--- src/rtl/yenc_stream_decoder_crc32_defines.svh ---
// ----------------------------------------------------------------------------
// yenc stream decoder assertion macros
// Immediate-antecedent and next-cycle property checks, removed for synthesis.
// ----------------------------------------------------------------------------
`ifndef YENC_STREAM_DECODER_CRC32_DEFINES_SVH
`define YENC_STREAM_DECODER_CRC32_DEFINES_SVH

`ifndef SYNTHESIS
// consequent must hold in the same cycle as the antecedent
`define YDEC_ASSERT_NOW(lbl, clk, rst_n, ante, cons, msg) \
    lbl: assert property (@(posedge clk) disable iff (!rst_n) (ante) |-> (cons)) \
        else $error(msg);
// consequent must hold in the cycle after the antecedent
`define YDEC_ASSERT_NEXT(lbl, clk, rst_n, ante, cons, msg) \
    lbl: assert property (@(posedge clk) disable iff (!rst_n) (ante) |=> (cons)) \
        else $error(msg);
`else
`define YDEC_ASSERT_NOW(lbl, clk, rst_n, ante, cons, msg)
`define YDEC_ASSERT_NEXT(lbl, clk, rst_n, ante, cons, msg)
`endif

`endif

--- src/rtl/ydec_pkg.sv ---
// ----------------------------------------------------------------------------
// ydec_pkg
// Shared types, codes and the CRC-32 byte update for the yEnc body decoder.
// ----------------------------------------------------------------------------
`timescale 1ns / 1ps

package ydec_pkg;

    localparam int COUNT_BITS = 32;
    localparam int CNT_EXT_W  = (COUNT_BITS > 32) ? COUNT_BITS : 32;

    // commands
    localparam logic [1:0] CMD_DATA  = 2'd0;
    localparam logic [1:0] CMD_EOL   = 2'd1;
    localparam logic [1:0] CMD_CHECK = 2'd2;
    localparam logic [1:0] CMD_START = 2'd3;

    // result status codes
    localparam logic [1:0] ST_OK     = 2'd0;
    localparam logic [1:0] ST_ESCAPE = 2'd1;
    localparam logic [1:0] ST_SIZE   = 2'd2;
    localparam logic [1:0] ST_CRC    = 2'd3;

    localparam logic [7:0] CHAR_CR     = 8'h0D;
    localparam logic [7:0] CHAR_LF     = 8'h0A;
    localparam logic [7:0] CHAR_ESC    = 8'h3D;
    localparam logic [7:0] DATA_OFFSET = 8'd42;
    localparam logic [7:0] ESC_OFFSET  = 8'd64;

    localparam logic [31:0] CRC_POLY   = 32'hEDB8_8320;
    localparam logic [31:0] CRC_PRESET = 32'hFFFF_FFFF;
    localparam logic [31:0] OUT_MAX    = 32'hFFFF_FFFF;

    typedef struct packed {
        logic [1:0]  command;
        logic [7:0]  data_byte;
        logic [31:0] expected_count;
        logic [31:0] expected_crc;
    } t_item;

    typedef struct packed {
        logic        byte_valid;
        logic [7:0]  decoded_byte;
        logic [1:0]  status;
        logic [31:0] final_crc;
        logic [31:0] decoded_count;
    } t_result;

    // reflected crc-32, one byte, lsb first
    function automatic logic [31:0] crc32_byte(input logic [31:0] crc, input logic [7:0] b);
        logic [31:0] c;
        c = crc ^ {24'd0, b};
        for (int k = 0; k < 8; k++) begin
            c = c[0] ? ((c >> 1) ^ CRC_POLY) : (c >> 1);
        end
        return c;
    endfunction

    // byte count clipped to the 32-bit result field
    function automatic logic [31:0] count_out(input logic [COUNT_BITS-1:0] cnt);
        logic [CNT_EXT_W-1:0] e;
        e = CNT_EXT_W'(cnt);
        return (e > CNT_EXT_W'(OUT_MAX)) ? OUT_MAX : e[31:0];
    endfunction

endpackage

--- src/rtl/ydec_in_if.sv ---
// ----------------------------------------------------------------------------
// ydec_in_if
// Input channel: command and encoded byte with valid/ready.
// ----------------------------------------------------------------------------
`timescale 1ns / 1ps

interface ydec_in_if;
    import ydec_pkg::*;

    logic        valid;
    logic        ready;
    logic [1:0]  command;
    logic [7:0]  data_byte;
    logic [31:0] expected_count;
    logic [31:0] expected_crc;

    modport source (
        output valid, command, data_byte, expected_count, expected_crc,
        input  ready
    );
    modport sink (
        input  valid, command, data_byte, expected_count, expected_crc,
        output ready
    );
endinterface

--- src/rtl/ydec_out_if.sv ---
// ----------------------------------------------------------------------------
// ydec_out_if
// Result channel: decoded byte or status with valid/ready.
// ----------------------------------------------------------------------------
`timescale 1ns / 1ps

interface ydec_out_if;
    import ydec_pkg::*;

    logic        valid;
    logic        ready;
    logic        byte_valid;
    logic [7:0]  decoded_byte;
    logic [1:0]  status;
    logic [31:0] final_crc;
    logic [31:0] decoded_count;

    modport source (
        output valid, byte_valid, decoded_byte, status, final_crc, decoded_count,
        input  ready
    );
    modport sink (
        input  valid, byte_valid, decoded_byte, status, final_crc, decoded_count,
        output ready
    );
endinterface

--- src/rtl/ydec_in_reg.sv ---
// ----------------------------------------------------------------------------
// ydec_in_reg
// Input register: captures one beat, frees when the core takes it.
// ----------------------------------------------------------------------------
`timescale 1ns / 1ps

module ydec_in_reg (
    input  logic               i_clk,
    input  logic               i_rst_n,
    ydec_in_if.sink            i_in,
    input  logic               i_take,
    output logic               o_valid,
    output ydec_pkg::t_item    o_item
);
    import ydec_pkg::*;

    logic  r_valid;
    t_item r_item;

    assign i_in.ready = !r_valid || i_take;
    assign o_valid    = r_valid;
    assign o_item     = r_item;

    always_ff @(posedge i_clk) begin
        if (!i_rst_n) begin
            r_valid <= 1'b0;
        end else if (i_in.valid && i_in.ready) begin
            r_valid <= 1'b1;
        end else if (i_take) begin
            r_valid <= 1'b0;
        end
    end

    always_ff @(posedge i_clk) begin
        if (i_in.valid && i_in.ready) begin
            r_item.command        <= i_in.command;
            r_item.data_byte      <= i_in.data_byte;
            r_item.expected_count <= i_in.expected_count;
            r_item.expected_crc   <= i_in.expected_crc;
        end
    end
endmodule

--- src/rtl/ydec_core.sv ---
// ----------------------------------------------------------------------------
// ydec_core
// Decode state, escape handling, crc and count update, result formation.
// ----------------------------------------------------------------------------
`timescale 1ns / 1ps
`include "yenc_stream_decoder_crc32_defines.svh"

module ydec_core (
    input  logic               i_clk,
    input  logic               i_rst_n,
    input  logic               i_valid,
    input  ydec_pkg::t_item    i_item,
    input  logic               i_out_free,
    output logic               o_take,
    output logic               o_load,
    output ydec_pkg::t_result  o_res
);
    import ydec_pkg::*;

    typedef enum logic [1:0] {
        MODE_IDLE,
        MODE_DECODING,
        MODE_ERR_ESCAPE,
        MODE_ERR_SIZE
    } t_mode;

    t_mode                 r_mode,  n_mode;
    logic                  r_esc,   n_esc;
    logic [31:0]           r_crc,   n_crc;
    logic [COUNT_BITS-1:0] r_count, n_count;

    logic       res_valid;
    logic       byte_out;
    logic [1:0] status;
    logic [7:0] dec_byte;

    always_comb begin
        n_mode    = r_mode;
        n_esc     = r_esc;
        n_crc     = r_crc;
        n_count   = r_count;
        res_valid = 1'b0;
        byte_out  = 1'b0;
        status    = ST_OK;
        dec_byte  = r_esc ? (i_item.data_byte - ESC_OFFSET - DATA_OFFSET)
                          : (i_item.data_byte - DATA_OFFSET);

        if (i_item.command == CMD_START) begin
            n_mode  = MODE_DECODING;
            n_esc   = 1'b0;
            n_crc   = CRC_PRESET;
            n_count = '0;
        end else begin
            case (r_mode)
                MODE_ERR_ESCAPE: begin
                    if (i_item.command == CMD_CHECK) begin
                        res_valid = 1'b1;
                        status    = ST_ESCAPE;
                    end
                end
                MODE_ERR_SIZE: begin
                    if (i_item.command == CMD_CHECK) begin
                        res_valid = 1'b1;
                        status    = ST_SIZE;
                    end
                end
                MODE_DECODING: begin
                    case (i_item.command)
                        CMD_DATA: begin
                            if (!r_esc && i_item.data_byte == CHAR_ESC) begin
                                n_esc = 1'b1;
                            end else if (r_esc || (i_item.data_byte != CHAR_CR
                                                   && i_item.data_byte != CHAR_LF)) begin
                                n_esc     = 1'b0;
                                n_crc     = crc32_byte(r_crc, dec_byte);
                                n_count   = (r_count == '1) ? r_count
                                                            : r_count + COUNT_BITS'(1);
                                res_valid = 1'b1;
                                byte_out  = 1'b1;
                            end
                        end
                        CMD_EOL: begin
                            if (r_esc) begin
                                n_esc     = 1'b0;
                                n_mode    = MODE_ERR_ESCAPE;
                                res_valid = 1'b1;
                                status    = ST_ESCAPE;
                            end
                        end
                        CMD_CHECK: begin
                            res_valid = 1'b1;
                            if (r_esc) begin
                                n_esc  = 1'b0;
                                n_mode = MODE_ERR_ESCAPE;
                                status = ST_ESCAPE;
                            end else if (CNT_EXT_W'(r_count)
                                         != CNT_EXT_W'(i_item.expected_count)) begin
                                n_mode = MODE_ERR_SIZE;
                                status = ST_SIZE;
                            end else begin
                                n_mode = MODE_IDLE;
                                status = (~r_crc != i_item.expected_crc) ? ST_CRC : ST_OK;
                            end
                        end
                        default: begin
                        end
                    endcase
                end
                default: begin
                end
            endcase
        end
    end

    // an item with no result never waits on the output register
    assign o_take = i_valid && (!res_valid || i_out_free);
    assign o_load = o_take && res_valid;

    assign o_res.byte_valid    = byte_out;
    assign o_res.decoded_byte  = byte_out ? dec_byte : 8'd0;
    assign o_res.status        = status;
    assign o_res.final_crc     = ~n_crc;
    assign o_res.decoded_count = count_out(n_count);

    always_ff @(posedge i_clk) begin
        if (!i_rst_n) begin
            r_mode  <= MODE_IDLE;
            r_esc   <= 1'b0;
            r_crc   <= CRC_PRESET;
            r_count <= '0;
        end else if (o_take) begin
            r_mode  <= n_mode;
            r_esc   <= n_esc;
            r_crc   <= n_crc;
            r_count <= n_count;
        end
    end

    `YDEC_ASSERT_NOW(a_load_when_free, i_clk, i_rst_n, o_load, i_out_free, "result loaded while output busy")
    `YDEC_ASSERT_NOW(a_esc_only_decoding, i_clk, i_rst_n, r_esc, r_mode == MODE_DECODING, "escape pending outside decoding")
    `YDEC_ASSERT_NEXT(a_start_clears, i_clk, i_rst_n, o_take && i_item.command == CMD_START, r_mode == MODE_DECODING && r_count == '0 && !r_esc && r_crc == CRC_PRESET, "start did not reset segment state")
endmodule

--- src/rtl/ydec_out_reg.sv ---
// ----------------------------------------------------------------------------
// ydec_out_reg
// Result register: holds one result beat until the consumer takes it.
// ----------------------------------------------------------------------------
`timescale 1ns / 1ps
`include "yenc_stream_decoder_crc32_defines.svh"

module ydec_out_reg (
    input  logic               i_clk,
    input  logic               i_rst_n,
    input  logic               i_load,
    input  ydec_pkg::t_result  i_res,
    output logic               o_free,
    ydec_out_if.source         o_out
);
    import ydec_pkg::*;

    logic    r_valid;
    t_result r_res;

    assign o_free = !r_valid || o_out.ready;

    assign o_out.valid         = r_valid;
    assign o_out.byte_valid    = r_res.byte_valid;
    assign o_out.decoded_byte  = r_res.decoded_byte;
    assign o_out.status        = r_res.status;
    assign o_out.final_crc     = r_res.final_crc;
    assign o_out.decoded_count = r_res.decoded_count;

    always_ff @(posedge i_clk) begin
        if (!i_rst_n) begin
            r_valid <= 1'b0;
        end else if (i_load) begin
            r_valid <= 1'b1;
        end else if (o_out.ready) begin
            r_valid <= 1'b0;
        end
    end

    always_ff @(posedge i_clk) begin
        if (i_load) begin
            r_res <= i_res;
        end
    end

    `YDEC_ASSERT_NEXT(a_load_shows, i_clk, i_rst_n, i_load, r_valid, "loaded result not presented")
    `YDEC_ASSERT_NEXT(a_drain_empties, i_clk, i_rst_n, r_valid && o_out.ready && !i_load, !r_valid, "taken result presented again")
endmodule

--- src/rtl/yenc_stream_decoder_crc32.sv ---
// ----------------------------------------------------------------------------
// yenc_stream_decoder_crc32
// yEnc segment body decoder with running CRC-32 and decoded byte count.
// ----------------------------------------------------------------------------
//  port      dir  beat contents
//  i_in      in   command, data_byte, expected_count, expected_crc
//  o_out     out  byte_valid, decoded_byte, status, final_crc, decoded_count
//
//  one beat accepted per cycle while no stalled result holds the core; a result
//  is presented after its beat passes the input register, then the result register
//  the crc byte update and count increment sit between the two registers
//  reset clears mode, escape, count and presets the crc to all ones
//  a stalled result holds the core; beats with no result still pass through
// ----------------------------------------------------------------------------
`timescale 1ns / 1ps

module yenc_stream_decoder_crc32 (
    input  logic       i_clk,
    input  logic       i_rst_n,
    ydec_in_if.sink    i_in,
    ydec_out_if.source o_out
);
    import ydec_pkg::*;

    logic    item_valid;
    t_item   item;
    logic    take;
    logic    load;
    logic    out_free;
    t_result res;

    ydec_in_reg u_in_reg (
        .i_clk   (i_clk),
        .i_rst_n (i_rst_n),
        .i_in    (i_in),
        .i_take  (take),
        .o_valid (item_valid),
        .o_item  (item)
    );

    ydec_core u_core (
        .i_clk      (i_clk),
        .i_rst_n    (i_rst_n),
        .i_valid    (item_valid),
        .i_item     (item),
        .i_out_free (out_free),
        .o_take     (take),
        .o_load     (load),
        .o_res      (res)
    );

    ydec_out_reg u_out_reg (
        .i_clk   (i_clk),
        .i_rst_n (i_rst_n),
        .i_load  (load),
        .i_res   (res),
        .o_free  (out_free),
        .o_out   (o_out)
    );
endmodule
--- src/flat_wrapper.sv ---
// flat-port wrapper written by rule: the top's interface ports become plain ports
module yenc_stream_decoder_crc32_flat import ydec_pkg::*;
  (i_clk, i_rst_n, i_in_valid, i_in_command, i_in_data_byte, i_in_expected_count, i_in_expected_crc, i_in_ready, o_out_valid, o_out_byte_valid, o_out_decoded_byte, o_out_status, o_out_final_crc, o_out_decoded_count, o_out_ready);
  ydec_in_if i_in_i ();
  ydec_out_if o_out_i ();
  input  logic i_clk;
  input  logic i_rst_n;
  input wire logic [$bits(i_in_i.valid)-1:0] i_in_valid;
  input wire logic [$bits(i_in_i.command)-1:0] i_in_command;
  input wire logic [$bits(i_in_i.data_byte)-1:0] i_in_data_byte;
  input wire logic [$bits(i_in_i.expected_count)-1:0] i_in_expected_count;
  input wire logic [$bits(i_in_i.expected_crc)-1:0] i_in_expected_crc;
  output wire logic [$bits(i_in_i.ready)-1:0] i_in_ready;
  output wire logic [$bits(o_out_i.valid)-1:0] o_out_valid;
  output wire logic [$bits(o_out_i.byte_valid)-1:0] o_out_byte_valid;
  output wire logic [$bits(o_out_i.decoded_byte)-1:0] o_out_decoded_byte;
  output wire logic [$bits(o_out_i.status)-1:0] o_out_status;
  output wire logic [$bits(o_out_i.final_crc)-1:0] o_out_final_crc;
  output wire logic [$bits(o_out_i.decoded_count)-1:0] o_out_decoded_count;
  input wire logic [$bits(o_out_i.ready)-1:0] o_out_ready;
  assign i_in_i.valid = i_in_valid;
  assign i_in_i.command = i_in_command;
  assign i_in_i.data_byte = i_in_data_byte;
  assign i_in_i.expected_count = i_in_expected_count;
  assign i_in_i.expected_crc = i_in_expected_crc;
  assign i_in_ready = i_in_i.ready;
  assign o_out_valid = o_out_i.valid;
  assign o_out_byte_valid = o_out_i.byte_valid;
  assign o_out_decoded_byte = o_out_i.decoded_byte;
  assign o_out_status = o_out_i.status;
  assign o_out_final_crc = o_out_i.final_crc;
  assign o_out_decoded_count = o_out_i.decoded_count;
  assign o_out_i.ready = o_out_ready;
  yenc_stream_decoder_crc32 u_core (.i_clk(i_clk), .i_rst_n(i_rst_n), .i_in(i_in_i), .o_out(o_out_i));
endmodule
--- config.mk ---
export PLATFORM = sky130hd
export DESIGN_NAME = yenc_stream_decoder_crc32_flat
export DESIGN_NICKNAME = d
export VERILOG_FILES = /design/src/rtl/ydec_pkg.sv /design/src/rtl/ydec_in_if.sv /design/src/rtl/ydec_out_if.sv /design/src/rtl/ydec_in_reg.sv /design/src/rtl/ydec_core.sv /design/src/rtl/ydec_out_reg.sv /design/src/rtl/yenc_stream_decoder_crc32.sv /design/src/flat_wrapper.sv
export VERILOG_INCLUDE_DIRS = /design/src /design/src/rtl
export SDC_FILE = /design/constraint.sdc
export NUM_CORES = 1
export LEC_CHECK = 0
export BUFFER_PORTS_ARGS = -buffer_cell sky130_fd_sc_hd__buf_2
export CAP_MARGIN = 30
export CORE_MARGIN = 2
export CORE_UTILIZATION = 52
export CTS_CLUSTER_SIZE = 20
export DETAILED_ROUTE_END_ITERATION = 10
export PLACE_DENSITY = 0.74
export SLEW_MARGIN = 5
export SYNTH_ARGS = -nofsm -noshare
export SYNTH_HDL_FRONTEND = slang
export SYNTH_SLANG_ARGS = --single-unit
--- constraint.sdc ---
create_clock -name i_clk -period 4.98 [get_ports i_clk]
set_clock_uncertainty 0.05 [all_clocks]
set_input_delay 0.498 -clock i_clk [delete_from_list [all_inputs] [get_ports i_clk]]
set_output_delay 0.498 -clock i_clk [all_outputs]
set_load 0.02 [all_outputs]
==> results of run 1 <==
-- layout make-up --
type | count | area share (%)
clock inverter | 8 | 0.780
multi-input combinational | 612 | 35.8
sequential | 218 | 47.4
tap | 270 | 2.74
clock buffer | 34 | 5.49
inverter | 20 | 0.608
timing repair buffer | 165 | 7.12
-- kinds of logic (layout without fill, tap and decap cells) --
kind of cell    Yosys count  in the layout  share of synthesized area (%)
simple gates            273            273                           14.1
flops                   218            218                           55.3
compound gates          166            166                           11.1
xor+xnor                166            166                           15.5
buf+inv                  78            227                           3.19
fa+ha+maj                 7              7                          0.816
-- sequential cells by signal, indices dropped and copies added, names as in the netlist --
register	count
u_core.u_core.r_crc	32
u_core.u_out_reg.o_out.valid	1
u_core.u_out_reg.o_out.decoded_count	32
u_core.u_out_reg.o_out.decoded_byte	8
u_core.u_core.r_count	32
u_core.u_core.r_mode	2
u_core.u_out_reg.o_out.status	2
u_core.u_in_reg.o_valid	1
u_core.u_out_reg.o_out.byte_valid	1
u_core.u_out_reg.o_out.final_crc	32
u_core.u_in_reg.o_item	74
u_core.u_core.r_esc	1
-- worst reg2reg max path: stages, from the launching register on --
cell      delay (ps)
edfxtp_1         490
and3b_1          320
and3_1           200
o21ai_1          120
a21boi_1         560
o21ai_1          430
nor2_4           710
buf_12           350
-- routing by layer --
metal	vias up	share of wire (%)	routed length, um	global-route usage, %
li1	3598	-	-	-
met1	3713	46	12200	38.9
met2	356	43	11300	34.1
met3	33	9.0	2380	4.09
met4	0	1.9	513	5.15
met5	-	0	0	0
-- power by group --
group | total, mW | switching, mW | internal (mW) | leakage, nW
clock network | 1.76 | 0.711 | 1.05 | 0.380
registers | 2.03 | 0.0421 | 1.99 | 2.04
logic | 0.686 | 0.383 | 0.304 | 2.42
total | 4.48 | 1.14 | 3.34 | 4.84
-- placed cells by master, fill, tap and decap left out, types with 4 or more instances in the layout --
| cell | n |
|---|---|
| a211o_1 | 8 |
| a211oi_1 | 20 |
| a21oi_1 | 29 |
| a2bb2oi_1 | 13 |
| a311oi_1 | 6 |
| a31oi_1 | 7 |
| and2_1 | 6 |
| and3_1 | 25 |
| and4_1 | 4 |
| buf_2 | 154 |
| buf_4 | 9 |
| clkbuf_1 | 6 |
| clkbuf_16 | 24 |
| clkbuf_8 | 4 |
| clkinv_2 | 4 |
| dfxtp_1 | 69 |
| edfxtp_1 | 149 |
| ha_1 | 5 |
| inv_1 | 20 |
| nand2_1 | 46 |
| nand3_1 | 23 |
| nand3_2 | 4 |
| nand4_1 | 18 |
| nand4_2 | 5 |
| nor2_1 | 69 |
| nor2b_1 | 5 |
| nor3_1 | 14 |
| nor3b_1 | 4 |
| nor4_1 | 12 |
| o211ai_1 | 11 |
| o21ai_0 | 24 |
| o21ai_1 | 5 |
| o22a_1 | 12 |
| o31ai_1 | 4 |
| or3_1 | 10 |
| or4_1 | 8 |
| xnor2_1 | 54 |
| xor2_1 | 97 |
-- final timing paths --
kind / startpoint / to / cells past startpoint
min: i_in_expected_crc[22] / u_core.u_in_reg.o_item[22]$_DFFE_PP_ / 1
max: u_core.u_in_reg.o_item[65]$_DFFE_PP_ / u_core.u_out_reg.o_out.decoded_count[8]$_DFFE_PP_ / 7
max reg2reg: u_core.u_in_reg.o_item[65]$_DFFE_PP_ / u_core.u_out_reg.o_out.decoded_count[8]$_DFFE_PP_ / 7
min reg2reg: u_core.u_core.r_mode[1]$_SDFFE_PN0P_ / u_core.u_core.r_mode[1]$_SDFFE_PN0P_ / 2
==> results.py, run 1 <==
metrics = {
    "clock_network": {
        "insertion_delay_ps": 520,
        "root_buffer": "clkbuf_16",
        "cts_num_sinks": 218,
        "post-cts-setup-buffer-count": 0,
        "path_clk_slew_ps": 60,
        "cts_buffer_depth": 3,
        "cts_tree": "done",
        "cts.htree.levels": 1,
        "cts_hold_buf": 0,
        "cts_made_buffers": 23,
        "ctsResizeCount": 0,
    },
    "final_layout": {
        "final_cells": 1327,
        "fillers": 1607,
        "multiInputGateArea_um2": 4420,
        "postLayoutCoreUtil_pct": 61.4,
        "stdcell_area_um2": 12300,
        "areaGrowthSynthToFinish_pct": 16.6,
        "finalNetCount": 1124,
        "diodes": 0,
        "drive_gt1_share_pct": 22.7,
        "seqCellArea_um2": 5860,
    },
    "yosys": {
        "synth-edff-count": 149,
        "postSynthCellCount": 908,
        "ys_seq_area_share_pct": 55.3,
        "netlist_top_cells_area": "edfxtp_1 (42%), dfxtp_1 (13%), xor2_1 (8.0%)",
        "syn_area_um2": 10600,
        "netlist.area_leader.share_pct": 42.3,
        "synth.avg_cell_area_um2": 11.7,
        "yosysMostFrequentCell": "edfxtp_1",
        "yosys_warnings": 0,
        "synth_area_leader_cell": "edfxtp_1",
        "ys_ff_latch": 218,
        "synth_nets": 992,
        "synthArstFlopShare_pct": 0,
        "synth_ff_type": "edfxtp_1",
        "ys_top_cells_by_count": "edfxtp_1 (149), xor2_1 (97), nor2_1 (70), dfxtp_1 (69), xnor2_1 (54)",
        "synth_cell_type_count": 74,
    },
    "sta": {
        "setup_ws_ps": 1380,
        "hold_ws_ps": 105,
        "rsz0062_at_grt": "false",
        "hold_viol_final": 0,
        "drv_slew": 0,
        "finalCritPeriodShare_pct": 72.3,
        "finalSetupViolations": 0,
        "fmax_mhz": 278,
        "tightestPinTransition_ps": 958,
        "finalCriticalPeriod_ps": 3600,
        "fin_setup_tns_ps": 0,
        "max-slew-margin-rel_pct": 36.0,
    },
    "detailed_routing": {
        "wl_per_cell_um": 19.9,
        "drc": 0,
        "routed_wl_um": 26400,
        "postRouteAntennaNets": 0,
        "drtIter0Drc": 843,
        "vias_per_cell": 5.80,
        "dr.pass1.iters": 5,
        "via_count": 7700,
    },
    "place": {
        "dp_hpwl_um": 18400,
        "io_buffers": 154,
        "placedCellCount": 1285,
        "dpl-instance-area_um2": 11600,
        "gp_congestion": 0.916,
        "dp_slack_ps": 1440,
    },
    "setup_path": {
        "cp_max_fo": 54,
        "endpoint_kind": "register",
        "path_cells": "and3b_1, and3_1, o21ai_1, a21boi_1, o21ai_1, nor2_4, buf_12",
        "cpPeakStageDelay_ps": 710,
        "cp.required_ps": 5120,
        "path_buf_inv": 1,
        "cp_slowest_cell": "nor2_4",
        "criticalPathCategory": "register to register",
        "crit_arrival_ps": 3740,
        "cpLargestDelayFamily": "simple AND/OR/NAND/NOR gates",
        "cpMostUsedCell": "o21ai_1",
        "r2r_slack_ps": 1380,
        "start_kind": "register",
    },
    "floorplan": {
        "die_w_um": 147,
        "core_area_um2": 20100,
        "die_y_um": 147,
        "ios": 155,
        "die_area_um2": 21500,
        "rows": 52,
        "start_util_pct": 52.7,
    },
    "global_routing": {
        "antenna_found_initial": 0,
        "grt_max_degree": 74,
        "grt-ovfl-total": 0,
        "grt_pass1_wl_um": 40700,
        "grt_pass1_vias": 7115,
        "grt.total_usage_pct": 24.1,
    },
    "power": {
        "powerDensity_nw_per_um2": 363,
        "p_leak_nw": 4.84,
        "vdd_drop_max_uv": 264,
        "power.total_mw": 4.48,
    },
    "outcome": {
        "status": "finished clean",
    },
    "worst_hold_path": {
        "min_path_type": "input port to register",
    },
    "run": {
        "max-cap-violations": 0,
    },
}
Power figures use the tool's default switching activity.
==> run 2: changes to the inputs <==
clock period = 3.2 ns   (was 4.98 ns; I/O delays follow)
==> run 2 against run 1 <==
Against the previous run: core utilization increased by 5.0 points; critical path depth rose by 2; combinational power rose by 78%; global-route usage is 0.97 points higher; worst setup slack got worse by 1100 ps; critical endpoint is now u_core.u_out_reg.o_out.final_crc[24]$_DFFE_PP_; fmax increased by 21%; clock-buffer cell count increased by 1; via count rose by 4.8%; sequential share of layout area down 3.5 points; first-iteration DRC count is 1.3% lower; register-to-register slack lost 1100 ps.
==> results.py, run 2 (synthesis gave the netlist of run 1 again) <==
metrics = {
    "outcome": {
        "status": "finished clean",
    },
    "setup_path": {
        "r2r_start": "u_core.u_in_reg.o_item[65]$_DFFE_PP_",
        "cpPeakStageDelay_ps": 480,
        "cp_slowest_cell": "edfxtp_1",
        "reg2reg_depth": 9,
        "crit_arrival_ps": 3240,
        "crit_end": "u_core.u_out_reg.o_out.final_crc[24]$_DFFE_PP_",
        "cp_max_fo": 6,
        "cpMostUsedCell": "xnor3_2",
        "r2r-end": "u_core.u_out_reg.o_out.final_crc[24]$_DFFE_PP_",
        "crit_path_start": "u_core.u_in_reg.o_item[65]$_DFFE_PP_",
        "cp.required_ps": 3480,
        "endpoint_kind": "register",
        "path_cells": "inv_1, ha_1, and2b_1, nor2_1, xnor3_2, xor2_2, xnor3_2, or4_1, o311ai_1",
        "criticalPathCategory": "register to register",
        "start_kind": "register",
        "r2r_slack_ps": 230,
    },
    "final_layout": {
        "final_common_cell": "buf_2",
        "seqCellArea_um2": 5860,
        "final_cells": 1437,
        "fillers": 1516,
        "multiInputGateArea_um2": 4430,
        "largest_reg_flops": 74,
        "drive_gt1_share_pct": 23.7,
        "final_cell_mix": "buf_2 (154), edfxtp_1 (149), xor2_1 (97), dlygate4sd3_1 (74)",
        "finalNetCount": 1232,
        "areaGrowthSynthToFinish_pct": 26.1,
    },
    "global_routing": {
        "grt-ovfl-total": 0,
        "grt_pass1_wl_um": 42400,
        "grt.total_usage_pct": 25.1,
        "antenna_found_initial": 0,
        "grt_max_degree": 56,
        "grt_pass1_vias": 7746,
    },
    "place": {
        "io_buffers": 154,
        "gp_congestion": 0.911,
        "dp_hpwl_um": 18700,
        "placedCellCount": 1313,
    },
    "detailed_routing": {
        "vias_per_cell": 5.62,
        "postRouteAntennaNets": 0,
        "drc": 0,
        "dr.pass1.iters": 5,
        "wl_per_cell_um": 19.2,
        "via_count": 8073,
        "routed_wl_um": 27600,
        "drtIter0Drc": 832,
    },
    "clock_network": {
        "path_clk_slew_ps": 70,
        "cts_made_buffers": 24,
        "cts_buffer_depth": 3,
        "cts_tree": "done",
        "root_buffer": "clkbuf_16",
        "cts_num_sinks": 218,
        "insertion_delay_ps": 520,
        "cts.htree.levels": 1,
    },
    "floorplan": {
        "die_area_um2": 21500,
        "die_w_um": 147,
        "die_y_um": 147,
        "start_util_pct": 52.7,
        "ios": 155,
        "rows": 52,
        "core_area_um2": 20100,
    },
    "run": {
        "max-cap-violations": 0,
    },
    "sta": {
        "fmax_mhz": 337,
        "max-slew-margin-rel_pct": 55.9,
        "tightestPinTransition_ps": 657,
        "drv_slew": 0,
        "fin_setup_tns_ps": 0,
        "hold_viol_final": 0,
        "finalCritPeriodShare_pct": 92.8,
        "rsz0062_at_grt": "false",
        "finalCriticalPeriod_ps": 2970,
        "finalSetupViolations": 0,
    },
    "worst_hold_path": {
        "min_path_type": "input port to register",
    },
    "power": {
        "powerDensity_nw_per_um2": 528,
        "vdd_drop_max_uv": 367,
        "p_leak_nw": 5.32,
    },
}
run 2: changes by cell type in the layout (fill, tap and decap cells not counted), sizes merged:
| cell | delta |
|---|---|
| inv | -1 |
| dlygate4sd3 | +74 |
| clkbuf | +1 |
| buf | +33 |
| bufinv | -1 |
| diode | +1 |
| clkinv | +3 |
run 2: worst min-delay path by stage:
stage / start / slack (ps) / end / cells past startpoint
after floorplan: i_in_expected_crc[0] / 370 / u_core.u_in_reg.o_item[0]$_DFFE_PP_ / 0
after global placement: i_in_expected_count[25] / 450 / u_core.u_in_reg.o_item[57]$_DFFE_PP_ / 1
after detailed placement: i_in_expected_count[7] / 450 / u_core.u_in_reg.o_item[39]$_DFFE_PP_ / 1
after CTS: i_in_valid / 3 / u_core.u_in_reg.o_valid$_SDFFE_PN0P_ / 3
after global routing: i_in_valid / 10 / u_core.u_in_reg.o_valid$_SDFFE_PN0P_ / 3
final: i_in_valid / 10 / u_core.u_in_reg.o_valid$_SDFFE_PN0P_ / 3
run 2: cell type report:
type | instances | area share [%]
clock buffers | 35 | 5.12
multi-input cells | 612 | 33.2
well taps | 270 | 2.53
inverters | 20 | 0.563
diodes | 1 | 0.0188
repair buffers | 272 | 14.1
clock inverters | 9 | 0.572
flip-flops and latches | 218 | 43.9
run 2: worst max-delay path, delay by kind of cell, from the launching register on:
kind,cells,cell delay [ps]
adder cells (fa/ha/maj),1,190
flip-flops,1,480
AND/OR/NAND/NOR,3,830
buffers and inverters,1,100
AO/OA/AOI/OAI,1,100
XOR/XNOR,3,1030
run 2: repair_timing:
item,4_1_cts,5_1_grt
gates resized for setup,0,2
hold buffers,74,0
setup buffers,0,5
hold endpoints to repair,74,0
setup endpoints to repair,0,2
run 2: power breakdown:
part	switching, mW	internal [mW]	total, mW
clock network	1.10	1.56	2.66
registers	0.0685	3.10	3.17
logic	0.632	0.589	1.22
run 2: layer usage:
metal	track usage [%]	vias up	part of all wire (%)	routed length (um)
met5	0	-	0	0
met4	4.95	0	1.4	397
met3	5.38	34	10	2770
met2	38.1	423	45	12300
met1	37.5	3812	44	12100
li1	-	3804	-	-
run 2: metrics by stage:
step / worst slack, ps / total power [mW] / util (%) / hold slack (ps) / cell area (um2)
global placement: 241 / 4.30 / 58.7 / 447 / 11800
detailed placement: 149 / 4.32 / 58.7 / 448 / 11800
CTS: 64.1 / 7.02 / 66.1 / 3.00 / 13300
global route: 98.6 / 7.30 / 66.4 / 14.2 / 13300
floorplan: 7.78 / 4.03 / - / 369 / 10600
finish: 232 / 7.05 / 66.4 / 10.3 / 13300
